$ cat config.mk
export PLATFORM = sky130hd
export DESIGN_NAME = integer_to_ascii_formatter_unit
export DESIGN_NICKNAME = d
export VERILOG_FILES = /design/src/rtl/i2a_pkg.sv /design/src/rtl/integer_to_ascii_formatter_unit.sv /design/src/rtl/i2a_dabble.sv
export SDC_FILE = /design/constraint.sdc
export NUM_CORES = 1
export LEC_CHECK = 0
export ABC_AREA = 1
export BUFFER_PORTS_ARGS = -buffer_cell sky130_fd_sc_hd__buf_2
export CELL_PAD_IN_SITES_DETAIL_PLACEMENT = 1
export CELL_PAD_IN_SITES_GLOBAL_PLACEMENT = 1
export CORE_MARGIN = 1
export CORE_UTILIZATION = 40
export DETAILED_ROUTE_END_ITERATION = 16
export HOLD_SLACK_MARGIN = 0.1
export PLACE_DENSITY = 0.73
export SYNTH_ARGS = -nofsm -noshare
export SYNTH_HDL_FRONTEND = slang
export SYNTH_HIERARCHICAL = 1
export SYNTH_SLANG_ARGS = --single-unit
$ cat constraint.sdc
create_clock -name aclk -period 5.7 [get_ports aclk]
set_input_delay 1.14 -clock aclk [delete_from_list [all_inputs] [get_ports aclk]]
set_output_delay 1.14 -clock aclk [all_outputs]
set_load 0.03 [all_outputs]
$ cat src/rtl/i2a_pkg.sv
// ----------------------------------------------------------------------------
// i2a_pkg
// Shared types, codes, widths and the digit-to-ASCII function of the
// integer-to-ASCII formatter.
// ----------------------------------------------------------------------------
`default_nettype none

package i2a_pkg;

    localparam int BIN_W      = 32;
    localparam int BCD_DIGITS = 10;
    localparam int BCD_W      = BCD_DIGITS * 4;
    localparam int STEP_W     = $clog2(BIN_W);
    localparam int CNT_W      = $clog2(BCD_DIGITS + 1);

    localparam logic [1:0] CONV_HEX_LOWER  = 2'd0;
    localparam logic [1:0] CONV_HEX_UPPER  = 2'd1;
    localparam logic [1:0] CONV_DEC_UNSIGN = 2'd2;
    localparam logic [1:0] CONV_DEC_SIGNED = 2'd3;

    localparam logic [1:0] SIZE_BYTE = 2'd0;
    localparam logic [1:0] SIZE_HALF = 2'd1;

    localparam logic [6:0] CHAR_ZERO    = 7'h30;
    localparam logic [6:0] CHAR_MINUS   = 7'h2d;
    localparam logic [6:0] CHAR_X_LOWER = 7'h78;
    localparam logic [6:0] CHAR_X_UPPER = 7'h58;
    localparam logic [6:0] CHAR_A_LOWER = 7'h61;
    localparam logic [6:0] CHAR_A_UPPER = 7'h41;

    typedef enum logic [2:0] {
        ST_IDLE,
        ST_CONV,
        ST_PREFIX_ZERO,
        ST_PREFIX_X,
        ST_DIGITS
    } state_t;

    // Status of the binary-to-BCD converter toward the sequencer
    typedef struct packed {
        logic             busy;
        logic [BCD_W-1:0] bcd;
    } dbl_status_t;

    function automatic logic [6:0] digit_to_ascii(input logic [3:0] d, input logic upper);
        logic [6:0] base;
        if (d < 4'd10) begin
            digit_to_ascii = CHAR_ZERO + {3'b000, d};
        end else begin
            base = upper ? CHAR_A_UPPER : CHAR_A_LOWER;
            digit_to_ascii = base + {3'b000, d - 4'd10};
        end
    endfunction

endpackage

`default_nettype wire

$ cat src/rtl/integer_to_ascii_formatter_unit.sv
// ----------------------------------------------------------------------------
// integer_to_ascii_formatter_unit
// Prints a 32-bit value as hex or decimal ASCII, one character per transfer.
// ----------------------------------------------------------------------------
// Usage:
//   s_* channel: one transfer carries value, conversion (x, X, u, d), size
//   code and the alternate-form and zero-fill flags. s_ready is high only
//   while the unit is idle; one item is worked on at a time.
//   m_* channel: one transfer per character, m_last marks the final one.
//   Up to 11 characters per item.
// Sequence:
//   Hex: prefix characters and digits leave one per cycle while m_ready
//   allows; suppressed leading zero nibbles are dropped one at a time.
//   Decimal: a bit-serial binary-to-BCD converter shifts in all 32 bits,
//   then the 10 BCD digits are loaded and scanned one per cycle while
//   m_ready allows. A minus sign goes out while the converter runs.
//   s_ready returns in the same cycle as the last character shows on m_*.
// Reset: aresetn (synchronous, active low) returns the sequencer to idle and
//   drops m_valid; an item in progress is discarded.
// Stall: a character waits in the output register while m_ready is low and
//   no new character is loaded; no character is lost or repeated.
// ----------------------------------------------------------------------------
`default_nettype none

module integer_to_ascii_formatter_unit (
    input  wire logic                        aclk,
    input  wire logic                        aresetn,
    input  wire logic                        s_valid,
    output      logic                        s_ready,
    input  wire logic [i2a_pkg::BIN_W-1:0]   s_value,
    input  wire logic [1:0]                  s_conversion,
    input  wire logic [1:0]                  s_size_code,
    input  wire logic                        s_alternate_form,
    input  wire logic                        s_zero_fill,
    output      logic                        m_valid,
    input  wire logic                        m_ready,
    output      logic [6:0]                  m_character,
    output      logic                        m_last
);
    import i2a_pkg::*;

    state_t            state_reg, state_next;
    logic [BCD_W-1:0]  digits_reg, digits_next;
    logic [CNT_W-1:0]  remain_reg, remain_next;
    logic              suppress_reg, suppress_next;
    logic              seen_reg, seen_next;
    logic              upper_reg, upper_next;
    logic              sign_reg, sign_next;
    logic              out_valid_reg, out_valid_next;
    logic [6:0]        out_char_reg, out_char_next;
    logic              out_last_reg, out_last_next;

    logic              accept;
    logic              can_load;
    logic              dbl_start;
    logic [BIN_W-1:0]  dec_in;
    logic [BIN_W-1:0]  magnitude;
    logic              negative;
    logic [3:0]        cur_digit;
    dbl_status_t       dbl_status;

    i2a_dabble u_dabble (
        .aclk    (aclk),
        .aresetn (aresetn),
        .start   (dbl_start),
        .bin     (dec_in),
        .status  (dbl_status)
    );

    assign s_ready  = (state_reg == ST_IDLE);
    assign accept   = s_valid && s_ready;
    assign can_load = !out_valid_reg || m_ready;
    assign cur_digit = digits_reg[BCD_W-1 -: 4];

    assign negative  = (s_conversion == CONV_DEC_SIGNED) && s_value[BIN_W-1];
    assign magnitude = negative ? (BIN_W'(0) - s_value) : s_value;

    always_comb begin
        case (s_size_code)
            SIZE_BYTE: dec_in = {24'd0, magnitude[7:0]};
            SIZE_HALF: dec_in = {16'd0, magnitude[15:0]};
            default:   dec_in = magnitude;
        endcase
    end

    always_comb begin
        state_next     = state_reg;
        digits_next    = digits_reg;
        remain_next    = remain_reg;
        suppress_next  = suppress_reg;
        seen_next      = seen_reg;
        upper_next     = upper_reg;
        sign_next      = sign_reg;
        out_valid_next = out_valid_reg && !m_ready;
        out_char_next  = out_char_reg;
        out_last_next  = out_last_reg;
        dbl_start      = 1'b0;

        case (state_reg)
            ST_IDLE: begin
                if (accept) begin
                    seen_next  = 1'b0;
                    upper_next = (s_conversion == CONV_HEX_UPPER);
                    if (s_conversion[1]) begin
                        dbl_start     = 1'b1;
                        sign_next     = negative;
                        suppress_next = 1'b1;
                        remain_next   = CNT_W'(BCD_DIGITS);
                        state_next    = ST_CONV;
                    end else begin
                        sign_next     = 1'b0;
                        suppress_next = !(s_zero_fill && (s_value != '0));
                        // Align the top nibble of the size at the digit head
                        case (s_size_code)
                            SIZE_BYTE: begin
                                digits_next = {s_value[7:0], 32'd0};
                                remain_next = CNT_W'(2);
                            end
                            SIZE_HALF: begin
                                digits_next = {s_value[15:0], 24'd0};
                                remain_next = CNT_W'(4);
                            end
                            default: begin
                                digits_next = {s_value, 8'd0};
                                remain_next = CNT_W'(8);
                            end
                        endcase
                        state_next = s_alternate_form ? ST_PREFIX_ZERO : ST_DIGITS;
                    end
                end
            end

            ST_CONV: begin
                if (sign_reg && can_load) begin
                    out_valid_next = 1'b1;
                    out_char_next  = CHAR_MINUS;
                    out_last_next  = 1'b0;
                    sign_next      = 1'b0;
                end
                if (!dbl_status.busy && !sign_reg) begin
                    digits_next = dbl_status.bcd;
                    state_next  = ST_DIGITS;
                end
            end

            ST_PREFIX_ZERO: begin
                if (can_load) begin
                    out_valid_next = 1'b1;
                    out_char_next  = CHAR_ZERO;
                    out_last_next  = 1'b0;
                    state_next     = ST_PREFIX_X;
                end
            end

            ST_PREFIX_X: begin
                if (can_load) begin
                    out_valid_next = 1'b1;
                    out_char_next  = upper_reg ? CHAR_X_UPPER : CHAR_X_LOWER;
                    out_last_next  = 1'b0;
                    state_next     = ST_DIGITS;
                end
            end

            ST_DIGITS: begin
                if (suppress_reg && !seen_reg && (cur_digit == 4'd0)
                        && (remain_reg != CNT_W'(1))) begin
                    // drop a leading zero
                    digits_next = {digits_reg[BCD_W-5:0], 4'd0};
                    remain_next = remain_reg - 1'b1;
                end else if (can_load) begin
                    out_valid_next = 1'b1;
                    out_char_next  = digit_to_ascii(cur_digit, upper_reg);
                    out_last_next  = (remain_reg == CNT_W'(1));
                    seen_next      = 1'b1;
                    digits_next    = {digits_reg[BCD_W-5:0], 4'd0};
                    remain_next    = remain_reg - 1'b1;
                    if (remain_reg == CNT_W'(1)) begin
                        state_next = ST_IDLE;
                    end
                end
            end

            default: begin
                state_next = ST_IDLE;
            end
        endcase
    end

    always_ff @(posedge aclk) begin
        if (!aresetn) begin
            state_reg     <= ST_IDLE;
            out_valid_reg <= 1'b0;
            sign_reg      <= 1'b0;
            seen_reg      <= 1'b0;
            remain_reg    <= '0;
        end else begin
            state_reg     <= state_next;
            out_valid_reg <= out_valid_next;
            sign_reg      <= sign_next;
            seen_reg      <= seen_next;
            remain_reg    <= remain_next;
        end
    end

    always_ff @(posedge aclk) begin
        digits_reg   <= digits_next;
        suppress_reg <= suppress_next;
        upper_reg    <= upper_next;
        out_char_reg <= out_char_next;
        out_last_reg <= out_last_next;
    end

    assign m_valid     = out_valid_reg;
    assign m_character = out_char_reg;
    assign m_last      = out_last_reg;

endmodule

`default_nettype wire

$ cat src/rtl/i2a_dabble.sv
// ----------------------------------------------------------------------------
// i2a_dabble
// Serial binary-to-BCD converter: one input bit per cycle, shift-and-add-3.
// ----------------------------------------------------------------------------
`default_nettype none

module i2a_dabble (
    input  wire logic                        aclk,
    input  wire logic                        aresetn,
    input  wire logic                        start,
    input  wire logic [i2a_pkg::BIN_W-1:0]   bin,
    output i2a_pkg::dbl_status_t             status
);
    import i2a_pkg::*;

    logic              busy_reg, busy_next;
    logic [STEP_W-1:0] step_reg, step_next;
    logic [BIN_W-1:0]  bin_reg, bin_next;
    logic [BCD_W-1:0]  bcd_reg, bcd_next;
    logic [BCD_W-1:0]  adjusted;

    // Add 3 to every BCD digit of 5 or more before the shift
    always_comb begin
        for (int i = 0; i < BCD_DIGITS; i++) begin
            if (bcd_reg[i*4 +: 4] >= 4'd5) begin
                adjusted[i*4 +: 4] = bcd_reg[i*4 +: 4] + 4'd3;
            end else begin
                adjusted[i*4 +: 4] = bcd_reg[i*4 +: 4];
            end
        end
    end

    always_comb begin
        busy_next = busy_reg;
        step_next = step_reg;
        bin_next  = bin_reg;
        bcd_next  = bcd_reg;
        if (start) begin
            busy_next = 1'b1;
            step_next = '0;
            bin_next  = bin;
            bcd_next  = '0;
        end else if (busy_reg) begin
            bcd_next  = {adjusted[BCD_W-2:0], bin_reg[BIN_W-1]};
            bin_next  = {bin_reg[BIN_W-2:0], 1'b0};
            step_next = step_reg + 1'b1;
            if (step_reg == STEP_W'(BIN_W - 1)) begin
                busy_next = 1'b0;
            end
        end
    end

    always_ff @(posedge aclk) begin
        if (!aresetn) begin
            busy_reg <= 1'b0;
            step_reg <= '0;
        end else begin
            busy_reg <= busy_next;
            step_reg <= step_next;
        end
    end

    always_ff @(posedge aclk) begin
        bin_reg <= bin_next;
        bcd_reg <= bcd_next;
    end

    assign status.busy = busy_reg;
    assign status.bcd  = bcd_reg;

endmodule

`default_nettype wire
---- Word level (Yosys, flattened, before mapping) ----
Cells that the tools add are included.
storage, ports and cells
  word-level logic and storage cells ...... 167
  register bits ........................... 138
  input bits .............................. 42
  output and inout bits ................... 10
operators by class
  bitwise gates (word level) .............. 1
  reductions and logical operators ........ 36
  muxes and demuxes ....................... 68
  order comparisons ....................... 11
  $add $sub $neg .......................... 16
  equal/unequal tests ..................... 21
operators with widths
  cell                     number
  $mux W40                 5
  $pmux W40 S3             1
  $mux W32                 3
  $pmux W40 S2             1
  $pmux W32 S2             1
  $mux W4                  13
  $mux W7                  6
  $ge A4 B3 Y1 const B     10
  $add A4 B2 Y4 const B    9
  $reduce_bool A32 Y1      1
  $sub A1 B32 Y32 const A  1
  $mux W3                  10
  $pmux W7 S4              1
  $mux W1                  18
  $ne A2 B2 Y1 const B     8
  $pmux W4 S2              2
  $pmux W3 S5              1
  $mux W6                  2
  $reduce_and A5 Y1        2
  $logic_and A1 B1 Y1      9
  $add A6 B4 Y7 const A    1
  $add A7 B4 Y7            1
  $reduce_and A7 Y1        1
  $eq A3 B2 Y1 const B     2
  other kinds (30)         44

---- Depth between registers and ports, before layout ----
Gate-level depths: netlist of the first run.
  depth in word-level cells ............... 6
  depth in mapped cells ................... 13
  gate-level depth less buffers ........... 13

---- Cells and area by module ----
Netlist of the first run, hierarchy kept.
by module, submodules not included
  module                           area each (µm²)  times used  sequential area each (µm²)  cells an instance
  integer_to_ascii_formatter_unit  4396.7           1           1701.6                      630
  i2a_dabble                       3918.8           1           1881.8                      506

---- Worst setup path after synthesis of the first run ----
No wires, ideal clock.
  kind .................................... input to register
  start ................................... input port m_ready
  end ..................................... register digits_reg[0] (enable)
  data arrival time ....................... 2364 ps
  library setup time ...................... 394 ps
  buffers on the path ..................... 0
  path slack .............................. 2941 ps
  data required time ...................... 5306 ps
  stages on the path ...................... 6
  cells stage by stage .................... nor2_1 -> inv_1 -> nor2_1 -> nand2_1 -> o2111ai_1 -> inv_1
between the ends
  cells in the longest elaborated chain, start to end .. 3
ends and longest elaborated chain
  item                         RTL line                                source
  from (decl)                  integer_to_ascii_formatter_unit.sv:36   input wire logic m_ready,
  $logic_or A1 B1 Y1           integer_to_ascii_formatter_unit.sv:72   assign can_load = !out_valid_reg || m_ready;
  $ne A3 B3 Y1 (no line)       --
  $reduce_and A5 Y1 (no line)  --
  to (signal assigned)         integer_to_ascii_formatter_unit.sv:206  digits_reg <= digits_next;
  to (decl)                    integer_to_ascii_formatter_unit.sv:43   logic [BCD_W-1:0] digits_reg, digits_next;
Every way passes these cells.
A chain may end at the register's enable or synchronous reset.

---- Final worst setup path of the first run ----
  start ................................... input port s_conversion[1]
  end ..................................... register u_dabble.bin_reg[26] (enable)
between the ends
  cells in the longest elaborated chain, start to end .. 4
ends and longest elaborated chain
  item                          RTL line                                source
  from (decl)                   integer_to_ascii_formatter_unit.sv:31   input wire logic [1:0] s_conversion,
  $mux W1                       integer_to_ascii_formatter_unit.sv:104  if (s_conversion[1]) begin
  $mux W1                       integer_to_ascii_formatter_unit.sv:101  if (accept) begin
  $mux W1                       integer_to_ascii_formatter_unit.sv:99   case (state_reg)
  via dbl_start                 integer_to_ascii_formatter_unit.sv:55   logic dbl_start;
  $reduce_bool A2 Y1 (no line)  --
  to (signal assigned)          i2a_dabble.sv:64                        bin_reg <= bin_next;
  to (decl)                     i2a_dabble.sv:18                        logic [BIN_W-1:0] bin_reg, bin_next;
The timed path passes the listed nets, and every way through them passes these cells.

==> results.md, run 1 <==
- CP endpoint kind: flop
- Synthesized cell area: between 0.008 and 0.009 mm²
- Chip width: 146 µm
- Max-slew violations: 0
- Fin cells: between 1000 and 1500
- Clock insertion delay at the later pin of the skew report: ~0.43 ns
- Period utilisation layout: 0.495
- Routability congestion estimate: 0.914
- Setup Viol. Count Final: 0
- Worst Path Max Fanout: 34
- Nature of the critical path startpoint: input port
- Post-layout util: 0.457
- Hold Crit Class: reg -> reg
- Fmax: approximately 350 MHz
- Status: complete, no violations
- Combinational family with the most area after synthesis: simple AND/OR/NAND/NOR gates
- Unrepaired setup endpoints after global routing: no
- Core Region: 0.0203 mm²
- Clock Sinks: about 140
- XOR/XNOR share of the synthesized area: 0.0137
- Fin. Hold Viols: 0
- Post-CTS Resized: 0
- Worst-case clock buffer depth: 2
- Die height: about 150 µm
- DR WL/cell: between 15 and 20 µm
- Synthesized flop and latch total: approximately 140
- Peak VDD IR: between 200 and 250 µV
- Placed cells: ~1400
- CP delay by family, top: buffers and inverters
- Port bufs: around 50
- Slowest CP cell: nor2_4
- # DRC: 0
- Fin area: 0.00927 mm²
- Synth Area in Simple Gates: 0.330
- Worst reg2reg startpoint: state_reg[0]$_SDFFE_PN0P_
- # IOs: 52
- GRT overflow: 0
- H-tree levels: 4
- Post-synthesis async set-or-reset flop share: 0
- Ys flop type: edfxtp_1
- Arrival @ worst endpoint: 2.87 ns
- # hold bufs at CTS: 0
- Critical path's largest stage delay: 0.59 ns
- Sequential area share after synthesis: 0.431
- Syn nets: 1207
- DRT iter0 DRCs: 500
- Power per Cell Area: approximately 430 mW/mm²
- Buf+Inv Stages, Crit Path: 4
- Routed vias/inst: roughly 5.3
- Tot GR Track Use: 0.235
- Req. time, crit path: 5.75 ns
- Vias: between 7000 and 8000
- Fin Setup TNS: 0 ns
- P_leak: about 4.2 nW
- Worst-margin pin slew: 1.04 ns
- Max cap viols: 0
- Ant diodes: 0
- Min Tclk post-route: 2.82 ns
- Remaining antenna violation count: 0
- Compound-Gate Fraction of Synth Area: 0.0934
- First-pass GRT wire length: between 30000 and 40000 µm
- Post-synth EDFFs: roughly 80
- Setup CP Type: in -> reg
- Final WL: around 25000 µm
- Full die area: between 0.02 and 0.025 mm²
- YS warnings: 6
- TritonRoute pass-1 iters: 5
- Post-synthesis mux area share: 0
- Worst Clk Skew: 0.00829 ns
- Max-slew headroom: 0.304
- Clk root buf: clkbuf_16
- Vias in the first global route: between 7000 and 8000
- FILL cells: about 2600
- Syn_area_per_cell: 7.32 µm²
- Setup Fix Bufs, Post-CTS: 0
- Final Net Count: around 1200
- Area delta synth->final: 11.5%
- CTS tree: yes
- Mapped Cells: ~1100
- Initial antenna violation count: 0
- Placed Area: just under 0.009 mm²
- CP Launch Point: s_conversion[1]
- Share of layout cells above drive strength 1: 0.0989
- DP HPWL: around 18000 µm
- Yosys cell types: 40
- Initial Utilization: 0.410
- CTS Buf Count: 17
- FP Rows: 52
- Total chip power: between 4 and 5 mW
- Adder-Cell Fraction of Synth Area: 0.0436
- Min-delay src: u_dabble/bcd_reg[37]$_SDFFE_PP0P_
- Worst-path clk slew: approximately 0.060 ns
- Crit-path cells: buf_2 > inv_1 > nor2_2 > buf_4 > nor2_4 > inv_2
- Pin count of the biggest net entering global routing: 46
-- Yosys cell counts (all sizes together) (2+ instances only) --
cell type / n / area [µm²]
xor2: 9 / 78.8
buf: 34 / 223
nor3: 8 / 45.0
ha: 29 / 363
a21oi: 28 / 144
nor2: 99 / 404
nand3: 135 / 688
xnor2: 4 / 35.0
inv: 128 / 485
o211a: 2 / 20.0
edfxtp: 82 / 2460
o22ai: 11 / 68.8
o21ai: 83 / 427
nor4: 2 / 12.5
nand4: 17 / 106
a31oi: 8 / 50.1
o31ai: 2 / 15.0
clkbuf: 5 / 18.8
a22o: 4 / 35.0
dfxtp: 56 / 1120
nand2: 385 / 1470
-- layer usage --
layer  global-route usage  wire, µm
met1                0.332     12100
met2                0.368     11100
met3               0.0306       927
met4               0.0865       473
met5                    0         0
-- worst register-to-register path, delay by kind of cell (launching register included) --
| family | cells | cell delay [ns] |
|---|---|---|
| AOI/OAI and AO/OA | 1 | 0.31 |
| buffers and inverters | 1 | 0.39 |
| DFF | 1 | 0.46 |
| and+or+nand+nor | 4 | 1.44 |
-- logic make-up (layout without fill, tap and decap cells) --
kind of cell               after synthesis  in the layout
AOI/OAI and AO/OA                      140            140
xor gates and xnor gates                13             13
buffers and inverters                  168            215
adders and majority gates               29             29
DFF                                    138            138
and+or+nand+nor                        648            648
-- power by group --
group	switching (mW)	leakage (nW)	total, mW	internal [mW]
Clock	0.463	0.274	1.11	0.646
Sequential	0.138	1.24	1.64	1.50
Combinational	0.928	2.69	1.27	0.341
-- per-stage QoR --
| step | setup WS [ns] | hold slack (ns) |
|---|---|---|
| final | 2.88 | 0.476 |
| after global routing | 2.68 | 0.494 |
| after CTS | 2.80 | 0.474 |
| after detailed placement | 2.36 | 0.465 |
| after global placement | 2.41 | 0.455 |
| after floorplan | 2.94 | 0.428 |
-- layout make-up --
| type | count | area (µm²) | share of cell area |
|---|---|---|---|
| multi-input combinational | 830 | 4000 | 0.432 |
| sequential | 138 | 3580 | 0.387 |
| inverter | 129 | 490 | 0.0529 |
| clock buffer | 18 | 429 | 0.0463 |
| tap | 270 | 338 | 0.0364 |
| timing repair buffer | 54 | 278 | 0.0300 |
| clock inverter | 14 | 148 | 0.0159 |
-- worst paths after layout --
kind | endpoint | slack [ns] | cells past startpoint
max | u_dabble/bin_reg[26]$_DFFE_PP_ | 2.88 | 6
max reg2reg | digits_reg[33]$_DFFE_PP_ | 2.97 | 6
min | u_dabble/bcd_reg[37]$_SDFFE_PP0P_ | 0.48 | 2
min reg2reg | u_dabble/bcd_reg[37]$_SDFFE_PP0P_ | 0.48 | 2
-- cell usage in the layout (no fill, tap or decap), drive strengths merged, types with 6 or more instances in the layout --
cell type / Yosys / layout
a21oi: 28 / 28
a31oi: 8 / 8
buf: 34 / 54
clkbuf: 5 / 18
clkinv: 1 / 6
dfxtp: 56 / 56
edfxtp: 82 / 82
ha: 29 / 29
inv: 128 / 131
nand2: 385 / 385
nand3: 135 / 135
nand4: 17 / 17
nor2: 99 / 99
nor3: 8 / 8
o21ai: 83 / 83
o22ai: 11 / 11
xor2: 9 / 9
Note: power is estimated with default switching activity, not from simulation.
==> run 2, diff against run 1 <==
Settings changed: ABC_AREA 1 to 0, PLACE_DENSITY 0.73 to 0.7.
Clock period 5.7 ns to 2.6 ns, I/O delays scaled along.
==> results.md, run 2 <==
- Clock share of power: 0.274
- R2R setup slack: 0.30 ns
- Syn_area_per_cell: between 9 and 10 µm²
- Fin cells: between 1000 and 1500
- Setup Fix Bufs, Post-CTS: 0
- # IOs: 52
- Fin Setup TNS: 0 ns
- Post-synthesis async set-or-reset flop share: 0
- Core Region: between 0.02 and 0.025 mm²
- Max-slew violations: 0
- Nature of the critical path startpoint: input port
- Hold Crit Class: in -> reg
- Initial antenna violation count: 0
- Area leader, netlist: edfxtp_1
- CP endpoint kind: flop
- First-pass GRT wire length: roughly 38000 µm
- Combinational family with the most area after synthesis: compound AO/OA/AOI/OAI gates
- Sw Share: 0.365
- Most frequent cells in the layout: edfxtp_1, inv_1, nor2_1, o21ai_0, nand2_1
- Slowest CP cell: o41ai_1
- Place WS: -0.106 ns
- DR WL/cell: ~19 µm
- Footprint of the multi-input gates: 0.00419 mm²
- Clock Sinks: ~140
- TritonRoute pass-1 iters: 6
- Die height: approximately 150 µm
- Req. time, crit path: approximately 2.8 ns
- Clk root buf: clkbuf_16
- Reg-to-Reg End: remain_reg[3]$_SDFFE_PN0P_
- Crit-path cells: buf_2 > inv_1 > ha_1 > nor4b_1 > buf_4 > nand4_1 > o41ai_1 > xor2_1 > nor2_1 > mux2_1
- Chip width: roughly 150 µm
- Register Area: approximately 0.0036 mm²
- Reported net switching power: 3.51 mW
- Ant diodes: 0
- Pin count of the biggest net entering global routing: about 70
- Placed cells: ~1200
- Compound-Gate Fraction of Synth Area: 0.208
- Syn nets: 932
- Final WL: 23400 µm
- Unrepaired setup endpoints after global routing: no
- YS warnings: 6
- Fin. Hold Viols: 0
- Sequential share of power: 0.399
- Area contributors post-synth: edfxtp_1, dfxtp_1, ha_1
- Commonest non-fill, non-tap cell in the layout: edfxtp_1
- # hold bufs at CTS: 0
- Mapped Cells: between 800 and 900
- Setup CP Type: in -> reg
- Total chip power: approximately 9.6 mW
- Clock insertion delay at the later pin of the skew report: 0.44 ns
- Status: complete, no violations
- Synth Area in Simple Gates: 0.155
- Worst hold stages: 2
- Period utilisation layout: 0.901
- Initial Utilization: 0.410
- Vias: about 7000
- Full die area: ~0.021 mm²
- DRT iter0 DRCs: 478
- Commonest cells post-synth: edfxtp_1, inv_1, nor2_1, o21ai_0, nand2_1
- Min Tclk post-route: between 2 and 2.5 ns
- Port bufs: 51
- Area delta synth->final: 16.9%
- Worst setup margin: between 0.2 and 0.3 ns
- Comb pwr share: 0.328
- Synthesized cell area: 0.00833 mm²
- Post-synth top area share: 0.296
- P_leak: ~3.6 nW
- Share of layout cells above drive strength 1: 0.187
- Setup Viol. Count Final: 0
- # DRC: 0
- Worst-case clock buffer depth: 2
- Critical path's largest stage delay: 0.40 ns
- Synthesized flop and latch total: 138
- CP delay by family, top: simple AND/OR/NAND/NOR gates
- Tot GR Track Use: 0.230
- FILL cells: between 2000 and 2500
- Remaining antenna violation count: 0
- Worst reg2reg startpoint: remain_reg[0]$_SDFFE_PN0P_
- Yosys cell types: 77
- Worst-margin pin slew: between 0.7 and 0.8 ns
- CTS tree: yes
- Routed vias/inst: 5.75
- Most frequent cell after synthesis: edfxtp_1
- Final Net Count: 1000
- Post-synthesis mux area share: 0.0640
- CP Launch Point: s_value[1]
- Ys flop type: edfxtp_1
- XOR/XNOR share of the synthesized area: 0.0294
- Worst Clk Skew: about 0.011 ns
- Max cap viols: 0
- CTS Buf Count: 17
- Int Pwr: roughly 6.1 mW
- FP Rows: 52
- Max-slew headroom: 0.514
- Sequential area share after synthesis: 0.430
- DP HPWL: 16600 µm
- Fmax: around 430 MHz
- GRT overflow: 0
- Adder-Cell Fraction of Synth Area: 0.0436
- Arrival @ worst endpoint: about 2.5 ns
- Post-synth EDFFs: 82
- Min-delay src: s_zero_fill
- WHS: approximately 0.35 ns
- Worst Path Max Fanout: 4
- Hold Path End: suppress_reg$_SDFFCE_PP1P_
- Register-to-Register Path Depth: 6
- Power per Cell Area: 988 mW/mm²
- Routability congestion estimate: just over 0.8
- Worst-path clk slew: ~0.060 ns
- Peak VDD IR: just under 600 µV
- Buf+Inv Stages, Crit Path: 3
- Vias in the first global route: between 6000 and 7000
- Post-CTS Resized: 0
- H-tree levels: 4
run 2: changes by cell type after synthesis, sizes merged, moves of 15 or more:
cell and change:
a21oi +22, mux2 +34, inv -64, nand2 -327, mux2i +15, clkbuf +23
a222oi +16, nor2 -40, nand3 -122, a221oi +16
run 2: logic make-up after synthesis:
kind of cell,after synthesis
fa+ha+maj,29
xor+xnor,28
buf+inv,124
mux,49
flops,138
simple gates,242
compound gates,251
run 2: final cells by class:
| class | instances | area share |
|---|---|---|
| Tap cell | 270 | 0.0347 |
| Clock buffer | 18 | 0.0451 |
| Multi-Input combinational cell | 599 | 0.430 |
| Clock inverter | 14 | 0.0202 |
| Sequential cell | 138 | 0.368 |
| Inverter | 66 | 0.0254 |
| Timing Repair Buffer | 107 | 0.0758 |
run 2: worst max-delay path by stage:
stage / endpoint / slack [ns] / cells after the start
2_1_floorplan: u_dabble/bin_reg[0]$_SDFFCE_PN0P_ / 0.06 / 6
3_3_place_gp: u_dabble/bin_reg[30]$_DFFE_PP_ / -0.05 / 10
3_5_place_dp: u_dabble/bin_reg[30]$_DFFE_PP_ / -0.11 / 10
4_1_cts: remain_reg[3]$_SDFFE_PN0P_ / 0.32 / 6
5_1_grt: u_dabble/bin_reg[30]$_DFFE_PP_ / 0.15 / 10
6_report: u_dabble/bin_reg[30]$_DFFE_PP_ / 0.26 / 10
run 2: per-stage QoR:
step	cell area [µm²]	util
finish	9730	0.480
global route	9730	0.480
CTS	9730	0.480
detailed placement	9100	0.448
global placement	9100	0.448
floorplan	8340	-
run 2: layer usage:
| metal | track usage | wire (µm) | up-vias |
|---|---|---|---|
| met5 | 0 | 0 | - |
| met4 | 0.0724 | 336 | 0 |
| li1 | - | - | 3355 |
| met3 | 0.0366 | 765 | 25 |
| met1 | 0.303 | 10800 | 3453 |
| met2 | 0.386 | 11500 | 132 |
run 2: power by group through the flow:
stage | registers (mW) | logic (mW) | clock network [mW]
6_report | 3.83 | 3.15 | 2.63
5_1_grt | 3.94 | 3.54 | 2.77
4_1_cts | 3.84 | 3.17 | 2.69
3_5_place_dp | 3.87 | 3.14 | 0
3_3_place_gp | 3.85 | 3.05 | 0
2_1_floorplan | 3.67 | 2.27 | 0
run 2: worst reg2reg max path, cell delays in order (launching register included):
cell      delay (ns)
dfxtp_1         0.38
ha_1            0.16
or3b_2          0.49
and3_1          0.23
o31ai_1         0.44
o21bai_1        0.31
o21ai_0         0.16
==> run 3, diff against run 2 <==
Settings changed: MAX_ROUTING_LAYER set to met4.
==> results.md, run 3 (same netlist as run 2, synthesis figures left out) <==
- Status: complete, no violations
- Remaining antenna violation count: 0
- First-pass GRT wire length: about 38000 µm
- Vias in the first global route: 6935
- Routed length on met3: 841 µm
- Pin count of the biggest net entering global routing: 68
- Nature of the critical path startpoint: input port
- DR WL/cell: just under 20 µm
- Clk root buf: clkbuf_16
- Fin area: roughly 0.0097 mm²
- Final WL: 23400 µm
- H-tree levels: 4
- CP endpoint kind: flop
- Fin. Hold Viols: 0
- Initial Utilization: 0.410
- Worst setup margin: ~0.28 ns
- Commonest non-fill, non-tap cell in the layout: edfxtp_1
- Worst-case clock buffer depth: 2
- Uppermost layer routed: met4
- Setup CP Type: in -> reg
- Fmax: between 400 and 500 MHz
- Worst Path Max Fanout: 4
- GRT overflow: 0
- # hold bufs at CTS: 0
- # DRC: 0
- Most frequent cells in the layout: edfxtp_1, inv_1, nor2_1, o21ai_0, nand2_1
- Hold Crit Class: in -> reg
- CTS tree: yes
- Clock insertion delay at the later pin of the skew report: roughly 0.43 ns
- Tot GR Track Use: 0.237
- FP Rows: 52
- Setup Viol. Count Final: 0
- Post-CTS Resized: 0
- Power per Cell Area: approximately 990 mW/mm²
- Max-slew violations: 0
- Max cap viols: 0
- Placed Area: around 0.0091 mm²
- Arrival @ worst endpoint: 2.50 ns
- Worst-margin pin slew: 0.715 ns
- Footprint of the multi-input gates: ~0.0042 mm²
- Req. time, crit path: about 2.8 ns
- TritonRoute pass-1 iters: 8
- Routability congestion estimate: ~0.83
- Max-slew headroom: 0.522
- Die height: 146 µm
- Met2 Routed Length: 11600 µm
- Port bufs: between 50 and 60
- WHS: between 0.3 and 0.4 ns
- Total chip power: between 9 and 10 mW
- Core Region: between 0.02 and 0.025 mm²
- Place WS: -0.106 ns
- Peak VDD IR: roughly 570 µV
- CTS Buf Count: 17
- Initial antenna violation count: 0
- Min Tclk post-route: 2.32 ns
- Final Net Count: 1000
- Post-Route M1 WL: about 11000 µm
- Unrepaired setup endpoints after global routing: no
- Period utilisation layout: 0.894
- Clock Sinks: 138
- Area delta synth->final: 16.9%
- Vias: ~7000
- # IOs: 52
- Setup Fix Bufs, Post-CTS: 0
- FILL cells: 2338
- P_leak: between 3 and 4 nW
- Register Area: approximately 0.0036 mm²
- Worst-path clk slew: approximately 0.06 ns
- DRT iter0 DRCs: about 450
- Worst Clk Skew: between 0.008 and 0.009 ns
- Routed vias/inst: 5.76
- Ant diodes: 0
- Full die area: between 0.02 and 0.025 mm²
- Share of layout cells above drive strength 1: 0.187
- Chip width: roughly 150 µm
- DP HPWL: 16600 µm
## run 3: cell counts in the layout (fill, tap and decap cells not counted)
No cell type changed its count.
## run 3: final cells by class
class	count	area share
multi-input cells	599	0.430
flip-flops and latches	138	0.368
repair buffers	107	0.0758
clock buffers	18	0.0451
well taps	270	0.0347
inverters	66	0.0254
clock inverters	14	0.0202
## run 3: report_power, final
group	leakage, nW	internal [mW]	switching [mW]
clock network	0.302	1.63	0.992
registers	1.25	3.18	0.655
logic	2.09	1.29	1.86
total	3.64	6.10	3.51
## run 3: critical path, stage by stage
cell	delay (ns)
buf_2	0.11
inv_1	0.07
ha_1	0.20
nor4b_1	0.25
buf_4	0.17
nand4_1	0.24
o41ai_1	0.39
xor2_1	0.19
nor2_1	0.06
mux2_1	0.29
## run 3: metal layers
layer,track usage,vias to the layer above
met4,0.0615,0
met3,0.0416,20
met5,-,-
met2,0.385,134
met1,0.304,3465
li1,-,3364
## run 3: worst paths after layout
check                                                start                             end  slack [ns]  cells after the start
worst max-delay path                            s_value[1]  u_dabble/bin_reg[30]$_DFFE_PP_        0.28                     10
worst min-delay path                           s_zero_fill      suppress_reg$_SDFFCE_PP1P_        0.36                      2
worst max register to register  remain_reg[0]$_SDFFE_PN0P_      remain_reg[3]$_SDFFE_PN0P_        0.30                      6
worst min register to register  remain_reg[1]$_SDFFE_PN0P_      remain_reg[1]$_SDFFE_PN0P_        0.48                      2
## run 3: per-stage QoR
stage	TNS (ns)	std cells	utilization
2_1_floorplan	0	861	-
3_3_place_gp	-0.172	1180	0.448
3_5_place_dp	-0.568	1180	0.448
4_1_cts	0	1212	0.480
5_1_grt	0	1212	0.480
6_report	0	1212	0.480
